--- config.mk ---
export PLATFORM = sky130hd
export DESIGN_NAME = anemometer_count_to_speed_core
export DESIGN_NICKNAME = d
export VERILOG_FILES = /design/src/rtl/core/acs_pkg.sv /design/src/rtl/core/anemometer_count_to_speed_core.sv /design/src/rtl/core/acs_seg_find.sv /design/src/rtl/core/acs_interp.sv /design/src/rtl/core/acs_scale.sv
export SDC_FILE = /design/constraint.sdc
export NUM_CORES = 2
export LEC_CHECK = 0
export ABC_AREA = 1
export BUFFER_PORTS_ARGS = -buffer_cell sky130_fd_sc_hd__buf_2
export CAP_MARGIN = 20
export CORE_MARGIN = 4
export CORE_UTILIZATION = 60
export CTS_CLUSTER_SIZE = 30
export DETAILED_ROUTE_END_ITERATION = 7
export MAX_ROUTING_LAYER = met4
export PLACE_DENSITY_LB_ADDON = 0.3
export RECOVER_POWER = 50
export SYNTH_ARGS = -nofsm -noshare
export SYNTH_HDL_FRONTEND = slang
export SYNTH_SLANG_ARGS = --single-unit
export TNS_END_PERCENT = 5
--- constraint.sdc ---
create_clock -name clk -period 10.5 [get_ports clk]
set_input_delay 0.525 -clock clk [delete_from_list [all_inputs] [get_ports clk]]
set_output_delay 0.525 -clock clk [all_outputs]
set_load 0.03 [all_outputs]
--- src/rtl/core/acs_pkg.sv ---
package acs_pkg;

  localparam int BP_MAX      = 32;
  localparam int BP_COUNT_DEF = 16;

  localparam int COUNT_W  = 16;
  localparam int SEG_W    = $clog2(BP_MAX);
  localparam int DIFF_W   = 7;
  localparam int SLOPE_W  = 14;
  localparam int NUM_W    = SLOPE_W + DIFF_W;
  localparam int RECIP_W  = 16;
  localparam int PROD_W   = NUM_W + RECIP_W;
  localparam int MILLI_W  = 19;
  localparam int T0_W     = 12;
  localparam int TENTHS_W = 11;

  // reciprocal of 100 for the thousandths to tenths step
  localparam int R100_SHIFT = 24;
  localparam int R100_W     = 18;
  localparam int SCALE_W    = MILLI_W + R100_W;
  localparam logic [R100_W-1:0]  R100      = R100_W'((1 << R100_SHIFT) / 100);
  localparam logic [MILLI_W-1:0] HUNDRED   = MILLI_W'(100);

  localparam logic UNIT_KNOTS = 1'b0;
  localparam logic UNIT_MS    = 1'b1;

  localparam logic [SLOPE_W-1:0] TOP0_MS  = SLOPE_W'(3000);
  localparam logic [SLOPE_W-1:0] RISE1_MS = SLOPE_W'(2000);
  localparam logic [SLOPE_W-1:0] STEP_MS  = SLOPE_W'(5000);
  localparam logic [SLOPE_W-1:0] TOP0_KN  = SLOPE_W'(5835);
  localparam logic [SLOPE_W-1:0] RISE1_KN = SLOPE_W'(3890);
  localparam logic [SLOPE_W-1:0] STEP_KN  = SLOPE_W'(9725);

  localparam logic [TENTHS_W-1:0] LIM_MS = TENTHS_W'(600);
  localparam logic [TENTHS_W-1:0] LIM_KN = TENTHS_W'(1200);

  localparam logic [COUNT_W-1:0] BP_TABLE [BP_MAX] = '{
    16'd38,   16'd72,   16'd152,  16'd227,  16'd303,  16'd382,  16'd460,  16'd544,
    16'd627,  16'd706,  16'd785,  16'd864,  16'd944,  16'd1022, 16'd1101, 16'd1181,
    16'd1261, 16'd1341, 16'd1421, 16'd1501, 16'd1581, 16'd1661, 16'd1741, 16'd1821,
    16'd1901, 16'd1981, 16'd2061, 16'd2141, 16'd2221, 16'd2301, 16'd2381, 16'd2461
  };

  // floor(2^NUM_W / segment width), segment 0 spans zero to the first breakpoint
  localparam logic [RECIP_W-1:0] SEG_RECIP [BP_MAX] = '{
    16'd55188, 16'd61680, 16'd26214, 16'd27962, 16'd27594, 16'd26546, 16'd26886, 16'd24966,
    16'd25266, 16'd26546, 16'd26546, 16'd26546, 16'd26214, 16'd26886, 16'd26546, 16'd26214,
    16'd26214, 16'd26214, 16'd26214, 16'd26214, 16'd26214, 16'd26214, 16'd26214, 16'd26214,
    16'd26214, 16'd26214, 16'd26214, 16'd26214, 16'd26214, 16'd26214, 16'd26214, 16'd26214
  };

  typedef struct packed {
    logic               valid;
    logic               ms;
    logic               beyond;
    logic [SEG_W-1:0]   seg;
    logic [COUNT_W-1:0] count;
  } seg_word_t;

  typedef struct packed {
    logic               valid;
    logic               ms;
    logic               beyond;
    logic [MILLI_W-1:0] milli;
  } milli_word_t;

endpackage

--- src/rtl/core/anemometer_count_to_speed_core.sv ---
// Converts an anemometer pulse count into wind speed in tenths of knots
// (unit_mode 0) or meters per second (unit_mode 1) along a 16-breakpoint
// piecewise linear curve, truncating each division, clamping to 1200 or 600
// with the saturated flag set. The datapath is an eight-stage pipeline: one
// word enters per clock when nothing is stalled. Each stage holds its own
// valid bit, so a stall on the result side backs up only through full
// stages and empty ones keep taking words. Write unit_mode only while no
// word is in flight.
module anemometer_count_to_speed_core #(
  parameter int BREAKPOINT_COUNT = acs_pkg::BP_COUNT_DEF
) (
  input  logic                          clk,
  input  logic                          rst,
  input  logic                          count_valid,
  output logic                          count_stall,
  input  logic [acs_pkg::COUNT_W-1:0]   raw_count,
  input  logic                          cfg_wr_en,
  input  logic                          cfg_wr_data,
  output logic                          speed_valid,
  input  logic                          speed_stall,
  output logic [acs_pkg::TENTHS_W-1:0]  speed_tenths,
  output logic                          saturated
);
  import acs_pkg::*;

  logic        unit_mode;
  logic        find_ready, interp_ready, scale_ready;
  seg_word_t   seg_word;
  milli_word_t milli_word;

  always_ff @(posedge clk) begin
    if (rst) begin
      unit_mode <= UNIT_KNOTS;
    end else if (cfg_wr_en) begin
      unit_mode <= cfg_wr_data;
    end
  end

  assign count_stall = !find_ready;

  acs_seg_find #(
    .BREAKPOINT_COUNT(BREAKPOINT_COUNT)
  ) u_seg_find (
    .clk       (clk),
    .rst       (rst),
    .in_valid  (count_valid),
    .in_count  (raw_count),
    .mode      (unit_mode),
    .in_ready  (find_ready),
    .out_word  (seg_word),
    .out_ready (interp_ready)
  );

  acs_interp u_interp (
    .clk       (clk),
    .rst       (rst),
    .in_word   (seg_word),
    .in_ready  (interp_ready),
    .out_word  (milli_word),
    .out_ready (scale_ready)
  );

  acs_scale u_scale (
    .clk        (clk),
    .rst        (rst),
    .in_word    (milli_word),
    .in_ready   (scale_ready),
    .out_valid  (speed_valid),
    .out_tenths (speed_tenths),
    .out_sat    (saturated),
    .out_ready  (!speed_stall)
  );

endmodule

--- src/rtl/core/acs_seg_find.sv ---
module acs_seg_find #(
  parameter int BREAKPOINT_COUNT = acs_pkg::BP_COUNT_DEF
) (
  input  logic                         clk,
  input  logic                         rst,
  input  logic                         in_valid,
  input  logic [acs_pkg::COUNT_W-1:0]  in_count,
  input  logic                         mode,
  output logic                         in_ready,
  output acs_pkg::seg_word_t           out_word,
  input  logic                         out_ready
);
  import acs_pkg::*;

  localparam int NB = (BREAKPOINT_COUNT > BP_MAX) ? BP_MAX :
                      ((BREAKPOINT_COUNT < 3) ? 3 : BREAKPOINT_COUNT);

  logic               en;
  logic [SEG_W-1:0]   seg_c;
  logic               beyond_c;
  seg_word_t          word;

  assign en       = !word.valid || out_ready;
  assign in_ready = en;
  assign out_word = word;

  // breakpoints rise, so the lowest one above the count names the segment
  always_comb begin
    seg_c = SEG_W'(NB - 1);
    for (int i = NB - 1; i >= 2; i--) begin
      if (in_count < BP_TABLE[i]) seg_c = SEG_W'(i);
    end
    if (in_count <= BP_TABLE[0]) begin
      seg_c = '0;
    end else if (in_count <= BP_TABLE[1]) begin
      seg_c = SEG_W'(1);
    end
    beyond_c = (in_count > BP_TABLE[1]) && (in_count >= BP_TABLE[NB-1]);
  end

  always_ff @(posedge clk) begin
    if (rst) begin
      word.valid <= 1'b0;
    end else if (en) begin
      word.valid <= in_valid;
    end
    if (en) begin
      word.ms     <= (mode == UNIT_MS);
      word.beyond <= beyond_c;
      word.seg    <= seg_c;
      word.count  <= in_count;
    end
  end

endmodule

--- src/rtl/core/acs_interp.sv ---
module acs_interp (
  input  logic                clk,
  input  logic                rst,
  input  acs_pkg::seg_word_t  in_word,
  output logic                in_ready,
  output acs_pkg::milli_word_t out_word,
  input  logic                out_ready
);
  import acs_pkg::*;

  logic en_a, en_b, en_c, en_d;
  logic v_a, v_b, v_c, v_d;

  // stage A: slope times offset into the segment
  logic [SLOPE_W-1:0] slope_c, top0_c, rise1_c, step_c;
  logic [COUNT_W-1:0] lo_c;
  logic [DIFF_W-1:0]  x_c, width_c;
  logic [MILLI_W-1:0] base_c;
  logic [NUM_W-1:0]   num_a;
  logic [MILLI_W-1:0] base_a;
  logic [RECIP_W-1:0] recip_a;
  logic [DIFF_W-1:0]  width_a;
  logic               ms_a, beyond_a;

  // stage B: quotient estimate through the reciprocal
  logic [PROD_W-1:0]  prod_c;
  logic [SLOPE_W-1:0] q0_b;
  logic [NUM_W-1:0]   num_b;
  logic [MILLI_W-1:0] base_b;
  logic [DIFF_W-1:0]  width_b;
  logic               ms_b, beyond_b;

  // stage C: remainder check, estimate is at most one low
  logic [NUM_W-1:0]   rem_c;
  logic               fix_c;
  logic [SLOPE_W-1:0] q0_c;
  logic [MILLI_W-1:0] base_cr;
  logic               ms_c, beyond_c;

  // stage D: thousandths
  logic [MILLI_W-1:0] milli_d;
  logic               ms_d, beyond_d;

  assign en_d     = !v_d || out_ready;
  assign en_c     = !v_c || en_d;
  assign en_b     = !v_b || en_c;
  assign en_a     = !v_a || en_b;
  assign in_ready = en_a;

  always_comb begin
    top0_c  = in_word.ms ? TOP0_MS  : TOP0_KN;
    rise1_c = in_word.ms ? RISE1_MS : RISE1_KN;
    step_c  = in_word.ms ? STEP_MS  : STEP_KN;
    lo_c    = (in_word.seg == '0) ? '0 : BP_TABLE[in_word.seg - SEG_W'(1)];
    x_c     = DIFF_W'(in_word.count - lo_c);
    width_c = DIFF_W'(BP_TABLE[in_word.seg] - lo_c);
    case (in_word.seg)
      SEG_W'(0): begin
        slope_c = top0_c;
        base_c  = '0;
      end
      SEG_W'(1): begin
        slope_c = rise1_c;
        base_c  = MILLI_W'(top0_c);
      end
      default: begin
        slope_c = step_c;
        base_c  = MILLI_W'(step_c) * MILLI_W'(in_word.seg - SEG_W'(1));
      end
    endcase
  end

  assign prod_c = PROD_W'(num_a) * PROD_W'(recip_a);
  assign rem_c  = num_b - NUM_W'(q0_b) * NUM_W'(width_b);

  always_ff @(posedge clk) begin
    if (rst) begin
      v_a <= 1'b0;
      v_b <= 1'b0;
      v_c <= 1'b0;
      v_d <= 1'b0;
    end else begin
      if (en_a) v_a <= in_word.valid;
      if (en_b) v_b <= v_a;
      if (en_c) v_c <= v_b;
      if (en_d) v_d <= v_c;
    end
  end

  always_ff @(posedge clk) begin
    if (en_a) begin
      num_a    <= NUM_W'(slope_c) * NUM_W'(x_c);
      base_a   <= base_c;
      recip_a  <= SEG_RECIP[in_word.seg];
      width_a  <= width_c;
      ms_a     <= in_word.ms;
      beyond_a <= in_word.beyond;
    end
    if (en_b) begin
      q0_b     <= prod_c[NUM_W +: SLOPE_W];
      num_b    <= num_a;
      base_b   <= base_a;
      width_b  <= width_a;
      ms_b     <= ms_a;
      beyond_b <= beyond_a;
    end
    if (en_c) begin
      fix_c    <= (rem_c >= NUM_W'(width_b));
      q0_c     <= q0_b;
      base_cr  <= base_b;
      ms_c     <= ms_b;
      beyond_c <= beyond_b;
    end
    if (en_d) begin
      milli_d  <= base_cr + MILLI_W'(q0_c) + MILLI_W'(fix_c);
      ms_d     <= ms_c;
      beyond_d <= beyond_c;
    end
  end

  assign out_word.valid  = v_d;
  assign out_word.ms     = ms_d;
  assign out_word.beyond = beyond_d;
  assign out_word.milli  = milli_d;

endmodule

--- src/rtl/core/acs_scale.sv ---
module acs_scale (
  input  logic                          clk,
  input  logic                          rst,
  input  acs_pkg::milli_word_t          in_word,
  output logic                          in_ready,
  output logic                          out_valid,
  output logic [acs_pkg::TENTHS_W-1:0]  out_tenths,
  output logic                          out_sat,
  input  logic                          out_ready
);
  import acs_pkg::*;

  logic en_e, en_f, en_g;
  logic v_e, v_f, v_g;

  logic [SCALE_W-1:0] scale_c;
  logic [T0_W-1:0]    t0_e;
  logic [MILLI_W-1:0] milli_e;
  logic               ms_e, beyond_e;

  logic [MILLI_W-1:0] rem_c;
  logic [T0_W-1:0]    t_f;
  logic               ms_f, beyond_f;

  logic [TENTHS_W-1:0] lim_c;
  logic                sat_c;
  logic [TENTHS_W-1:0] tenths_g;
  logic                sat_g;

  assign en_g     = !v_g || out_ready;
  assign en_f     = !v_f || en_g;
  assign en_e     = !v_e || en_f;
  assign in_ready = en_e;

  assign scale_c = SCALE_W'(in_word.milli) * SCALE_W'(R100);
  assign rem_c   = milli_e - MILLI_W'(t0_e) * HUNDRED;

  assign lim_c = ms_f ? LIM_MS : LIM_KN;
  assign sat_c = beyond_f || (t_f >= T0_W'(lim_c));

  always_ff @(posedge clk) begin
    if (rst) begin
      v_e <= 1'b0;
      v_f <= 1'b0;
      v_g <= 1'b0;
    end else begin
      if (en_e) v_e <= in_word.valid;
      if (en_f) v_f <= v_e;
      if (en_g) v_g <= v_f;
    end
  end

  always_ff @(posedge clk) begin
    if (en_e) begin
      t0_e     <= scale_c[R100_SHIFT +: T0_W];
      milli_e  <= in_word.milli;
      ms_e     <= in_word.ms;
      beyond_e <= in_word.beyond;
    end
    if (en_f) begin
      // estimate is at most one low
      t_f      <= t0_e + T0_W'(rem_c >= HUNDRED);
      ms_f     <= ms_e;
      beyond_f <= beyond_e;
    end
    if (en_g) begin
      tenths_g <= sat_c ? lim_c : TENTHS_W'(t_f);
      sat_g    <= sat_c;
    end
  end

  assign out_valid  = v_g;
  assign out_tenths = tenths_g;
  assign out_sat    = sat_g;

endmodule

Word level (Yosys, flattened, before mapping)
Memory sizes are Yosys's and may differ from the RTL's. A register that Yosys moved wholly into a read port is not among the register bits.
Cells that the tools add are included.
{"block": "totals", "latchBits": 0, "memories": 3, "register_bits": 251, "rom_bits": 1536, "output_inout_bits": 14, "mem_bits_rw": 0}
{"block": "classes", "div_mod_pow": 0, "mux": 26, "addsub": 9, "shift": 0, "n_bitwise": 2, "n_lt_le_gt_ge": 22, "eq_ne": 1, "mul": 6, "n_reduce_logical": 25}
{"memory": "(name not given)", "words": 32, "word_bits": 16, "rd": 1, "rd_clocked_by_memory_dff": 0, "wr": 0, "line_no": "acs_interp.sv:54", "text": "lo_c = (in_word.seg == '0) ? '0 : BP_TABLE[in_word.seg - SEG_W'(1)];"}
{"memory": "(name not given)", "words": 32, "word_bits": 16, "rd": 1, "rd_clocked_by_memory_dff": 0, "wr": 0, "line_no": "acs_interp.sv:56", "text": "width_c = DIFF_W'(BP_TABLE[in_word.seg] - lo_c);"}
{"memory": "(name not given)", "words": 32, "word_bits": 16, "rd": 1, "rd_clocked_by_memory_dff": 1, "wr": 0, "line_no": "acs_interp.sv:94", "text": "recip_a <= SEG_RECIP[in_word.seg];"}
{"cell": "$lt A16 B10 Y1 const B", "n": 7}
{"cell": "$lt A16 B9 Y1 const B", "n": 3}
{"cell": "$mul A14 B7 Y21", "n": 2}
{"cell": "$pmux W19 S2", "n": 1}
{"cell": "$mul A21 B16 Y35", "n": 1}
{"cell": "$mux W7", "n": 5}
{"cell": "$mul A19 B16 Y34 const B", "n": 1}
{"cell": "$lt A16 B8 Y1 const B", "n": 2}
{"cell": "$pmux W14 S2", "n": 1}
{"cell": "$mux W11", "n": 2}
{"cell": "$ge A21 B7 Y1", "n": 1}
{"cell": "$sub A21 B21 Y21", "n": 1}
{"cell": "$mux W4", "n": 5}
{"cell": "$add A19 B1 Y19", "n": 1}
{"cell": "$add A19 B14 Y19", "n": 1}
{"cell": "$ge A19 B7 Y1 const B", "n": 1}
{"cell": "$mul A14 B19 Y19", "n": 1}
{"cell": "$sub A19 B19 Y19", "n": 1}
{"cell": "$mul A12 B5 Y17 const B", "n": 1}
{"cell": "$ge A16 B11 Y1 const B", "n": 1}
{"cell": "$gt A16 B7 Y1 const B", "n": 1}
{"cell": "$le A16 B6 Y1 const B", "n": 1}
{"cell": "$le A16 B7 Y1 const B", "n": 1}
{"cell": "$lt A16 B11 Y1 const B", "n": 1}
{"cell": "22 further kinds", "n": 48}

Longest topological paths before layout
{"block": "logic_depth", "word_depth": 15, "mapped_depth": 44, "depth_no_buf": 42}

Modules after synthesis
Synthesis repeated with hierarchy kept, for this count alone.
{"block": "hier_totals", "cells_unflattened": 4383, "area_unflattened_um2": 38740.9}
{"mod": "acs_interp", "instances": 1, "area_per_inst_um2": 26870.8, "cells_per_inst": 3086}
{"mod": "acs_scale", "instances": 1, "area_per_inst_um2": 10565.1, "cells_per_inst": 1140}
{"mod": "acs_seg_find", "instances": 1, "area_per_inst_um2": 1252.5, "cells_per_inst": 148}
{"mod": "anemometer_count_to_speed_core", "instances": 1, "area_per_inst_um2": 52.6, "cells_per_inst": 9}

Worst setup path before layout
OpenSTA, ideal clock, no wires.
{"block": "synth_timing", "kind": "register -> register", "startpoint": "reg u_seg_find.word (netlist bit u_seg_find.out_word[16])", "endpoint": "reg u_interp.num_a[16], data pin", "path_stages_with_launch": 45, "t_required_ns": 10.242, "synth_period_minus_slack_ns": 7.731, "path_buffers": 3, "path_slack_ns": 2.769, "t_arrival_ns": 7.473, "cell_sequence": "edfxtp_1 > buf_2 > inv_1 > ha_1 > inv_1 > ha_1 > clkbuf_1 > inv_1 > buf_2 > nand2_1 > nand2_1 > o21ai_0 > o21ai_0 > inv_1 > ha_1 > inv_1 > fa_1 > a21oi_1 > (+9 left out) > fa_1 > inv_1 > fa_1 > inv_1 > fa_1 > inv_1 > ha_1 > a21oi_1 > o21ai_0 > a21o_1 > nand3_1 > nand2_1 > nand2_1 > nand2_1 > nand2_1 > nand2_1 > a21oi_1 > xnor2_1"}
{"block": "synth_between", "elab_chain_cells": 8}
{"element": "start, declared", "line_no": "acs_seg_find.sv:21", "text": "seg_word_t word;"}
{"element": "$sub A5 B1 Y5", "line_no": "acs_interp.sv:54"}
{"element": "$not A5 Y6 (implied by the code)", "line_no": "acs_interp.sv:54"}
{"element": "$mem_v2 Z32 W16"}
{"element": "$mux W7 (implied by the code) (2 in series)", "line_no": "acs_interp.sv:54"}
{"element": "$mux W7", "line_no": "acs_interp.sv:54"}
{"element": "$sub A7 B7 Y7", "line_no": "acs_interp.sv:55", "text": "x_c = DIFF_W'(in_word.count - lo_c);"}
{"element": "$mul A14 B7 Y21 (*)", "line_no": "acs_interp.sv:92", "text": "num_a <= NUM_W'(slope_c) * NUM_W'(x_c);"}
{"element": "end signal, assigned", "line_no": "acs_interp.sv:92"}
{"element": "end, declared", "line_no": "acs_interp.sv:19", "text": "logic [NUM_W-1:0] num_a;"}
Mark *: on every way between the ends. The rest lies on a longest branch, timed or not. The select of a mux whose other input is x is not followed.
A chain may end at the register's enable or synchronous reset.

Final worst setup path
Same ends and word-level chain as after synthesis.

==> out/metrics.yaml <==
clocking:
  cts_hold_buf: 0
  cts-root-to-sink-buffers: 3
  clock_insertion_delay_worst_skew_ps: 570
  htree_num_levels: 1
  cts.sink_count: 261
  post-cts-setup-buffer-count: 0
  cts_tree: "built"
  total_clock_buffers_created_by_cts: 28
  cts.repair.resized: 0
  clock_tree.root_cell: "sky130_fd_sc_hd__clkbuf_16"
  clk_pin_slew_worst_paths_ps: 70
yosys:
  synthCells: 4102
  yosysWarnings: 0
  postSynthAreaPerCell_sq_um: 9.19
  yosys_most_used_dff: "sky130_fd_sc_hd__edfxtp_1"
  post_synth_num_cell_types: 54
  count_of_flip_flops_with_a_built_in_enable_after_synthesis: 252
  synth-seq-cells: 261
  seq_area_frac_synth_pct: 20.6
  netlist_area_sq_um: 37700
  synthArstFlopShare_pct: 0
min_path:
  hold_start: "count_valid"
  worst_hold_path.endpoint: "u_seg_find.out_word[23]$_SDFFE_PP0N_"
  whs_path_depth: 3
  worst_min_delay_path_category: "primary input to flop"
timing:
  rsz0062_at_grt: "no"
  report.final.slew_viol_count: 34
  slew_headroom_pct: -10.4
  setup_viol: 0
  tns_ps: 0
  max_clock_freq_ghz: 0.113
  max_slew.worst_pin.slew_ps: 1660
  min_period_over_period_pct: 84.2
  clock-skew-final_ps: 13.8
  final.min_clock_period_ps: 8840
  hold_viol: 0
outcome:
  result_of_the_run: "finished with violations"
  failed_checks: "capacitance limit, slew limit"
grt:
  grt_busiest_layer: "met2"
  grt_util_met1_pct: 36.7
  grt_pass1_wl_mm: 142
  grt_max_degree: 66
  groute.layer.met2.usage_pct: 43.5
  number_of_antenna_violations_at_the_first_check_in_global_routing: 2
  gr-usage-met3_pct: 3.93
  grt_pass1_vias: 28500
  grt_overflow_total: 0
  groute.usage.overall_pct: 26.9
finish:
  synthToLayoutAreaGrowth_pct: 5.29
  drive_above_1_share_pct: 2.32
  nNetsFinal: 5201
floorplan:
  start_util_pct: 60.8
  io_pins: 36
  die_width_microns: 259
  die_y_microns: 259
  floorplan.core_area_sq_um: 61900
  fp-row-count: 91
  floorplan.die_area_sq_um: 66900
route:
  route.detailed.vias_per_inst: 5.42
  drt.antenna.violating_nets: 0
  drtPass1Iterations: 5
  totalWireLength_mm: 83.9
  post_route_drc: 0
  drt-wirelength-per-cell_microns: 16.9
  vias: 26900
  detail_route.iter0.violations: 1856
placement:
  gp_congestion: 0.974
  hpwlAfterDp_mm: 69.0
  io_buffers: 35
setup_path:
  critical_path.slowest_cell: "sky130_fd_sc_hd__xor2_1"
  rr_endpoint: "u_interp.num_a[16]$_DFFE_PP_"
  crit_path_max_fanout: 15
  cp_data_required_time_ps: 10810
  arrival_ps: 9150
  timing.reg2reg.worst_path_depth: 37
  worstSetupStartpointType: "flop"
  cpPeakStageDelay_ps: 880
  timing_worst_setup_path_type: "flop to flop"
  endpoint_kind: "flop"
  r2r-start: "u_seg_find.out_word[16]$_SDFFCE_PP0N_"
  setup.reg_to_reg.worst_slack_ps: 1660
flow_run:
  max_cap_viol_count: 1
==> cell families after synthesis <==
family	after synthesis	share of synthesized area [%]
and+or+nand+nor	1131	12.0
adders and majority gates	1071	46.9
buffers and inverters	1054	10.5
AOI/OAI and AO/OA	438	6.54
DFF	261	20.6
xor gates and xnor gates	144	3.37
other	2	0.0199
muxes	1	0.0266
==> placed cells by master, fill, tap and decap left out, types with 11 or more instances in the layout <==
cell / Yosys / layout
sky130_fd_sc_hd__inv_1: 972 / 970
sky130_fd_sc_hd__nand2_1: 764 / 764
sky130_fd_sc_hd__fa_1: 570 / 570
sky130_fd_sc_hd__ha_1: 501 / 501
sky130_fd_sc_hd__edfxtp_1: 252 / 252
sky130_fd_sc_hd__nor2_1: 217 / 217
sky130_fd_sc_hd__a21oi_1: 196 / 196
sky130_fd_sc_hd__o21ai_0: 130 / 130
sky130_fd_sc_hd__xor2_1: 90 / 90
sky130_fd_sc_hd__nand3_1: 76 / 76
sky130_fd_sc_hd__xnor2_1: 53 / 53
sky130_fd_sc_hd__clkbuf_1: 70 / 32
sky130_fd_sc_hd__nor3_1: 30 / 30
sky130_fd_sc_hd__clkbuf_16: 0 / 28
sky130_fd_sc_hd__a31oi_1: 21 / 21
sky130_fd_sc_hd__a21o_1: 20 / 20
sky130_fd_sc_hd__nand4_1: 17 / 17
sky130_fd_sc_hd__buf_2: 4 / 15
sky130_fd_sc_hd__o211ai_1: 13 / 13
sky130_fd_sc_hd__or2_2: 11 / 11
==> cell type report <==
cell class	instances	area [sq um]
clock inverter	16	245
sequential	261	7750
timing repair buffer	47	214
inverter	979	3680
multi-input combinational	2791	26000
clock buffer	36	761
antenna	2	5.00
fill	5167	22300
tap	837	1050
==> Yosys cell counts, drive strengths merged, types with 8 or more instances <==
cell    count  area [sq um]
edfxtp    252          7570
xor2       90           788
a21oi     197           990
a31oi      21           131
clkbuf     70           263
a21o       20           150
o21ai     135           691
o31ai       8          60.1
inv       977          3670
nor3       30           150
nand3      77           398
or2        11          68.8
ha        501          6270
o21a        8          60.1
fa        570         11400
xnor2      54           480
o21bai     10          75.1
o211ai     13          97.6
nand2     765          2870
a211oi     10          75.1
nor2      220           866
dfxtp       9           180
nand4      17           106
==> worst max-delay path, delay by kind of cell, from the launching register on <==
kind	cells	cell delay, ps
XOR/XNOR	2	1010
flip-flops	1	810
adder cells (fa/ha/maj)	9	3430
AND/OR/NAND/NOR	10	970
AO/OA/AOI/OAI	7	1120
buffers and inverters	9	1220
==> flip-flops by register name, summed over array words and instances, names as in the netlist, 7 cells and up <==
signal,count
u_scale.milli_e,17
u_interp.base_cr,19
u_interp.num_b,21
u_interp.q0_b,14
u_interp.q0_c,14
u_scale.t_f,12
u_interp.base_b,19
u_scale.out_tenths,11
u_scale.t0_e,12
u_interp.num_a,21
u_interp.base_a,19
u_interp.milli_d,19
u_interp.width_a,7
u_interp.recip_a,13
u_interp.width_b,7
u_seg_find.out_word,14
==> worst max path at each step <==
stage | cells past startpoint | slack [ps] | end | from
finish | 37 | 1660 | u_interp.num_a[16]$_DFFE_PP_ | u_seg_find.out_word[16]$_SDFFCE_PP0N_
global route | 37 | 980 | u_interp.num_a[16]$_DFFE_PP_ | u_seg_find.out_word[16]$_SDFFCE_PP0N_
CTS | 37 | 1780 | u_interp.num_a[16]$_DFFE_PP_ | u_seg_find.out_word[16]$_SDFFCE_PP0N_
detailed placement | 37 | 1830 | u_interp.num_a[16]$_DFFE_PP_ | u_seg_find.out_word[16]$_SDFFCE_PP0N_
global placement | 37 | 2000 | u_interp.num_a[16]$_DFFE_PP_ | u_seg_find.out_word[16]$_SDFFCE_PP0N_
floorplan | 44 | 2770 | u_interp.num_a[16]$_DFFE_PP_ | u_seg_find.out_word[16]$_SDFFCE_PP0N_
==> metrics by stage <==
step	instance area [sq um]	instances	setup slack [ps]	hold slack, ps	util, %
floorplan	37700	4106	2770	400	-
CTS	39700	4967	1780	150	64.2
global route	39700	4969	978	174	64.1
finish	39700	4969	1660	172	64.1
global placement	38700	4915	2000	400	62.5
detailed placement	38700	4915	1830	405	62.5
==> per-layer routing <==
metal	wire length [microns]	part of all wire (%)
met5	0	0
met4	1960	2.3
met3	6020	7.2
met2	39800	47
met1	36200	43
Power is not shown: default switching activity piles up to over one toggle a cycle in this logic, so the estimate is an artifact.
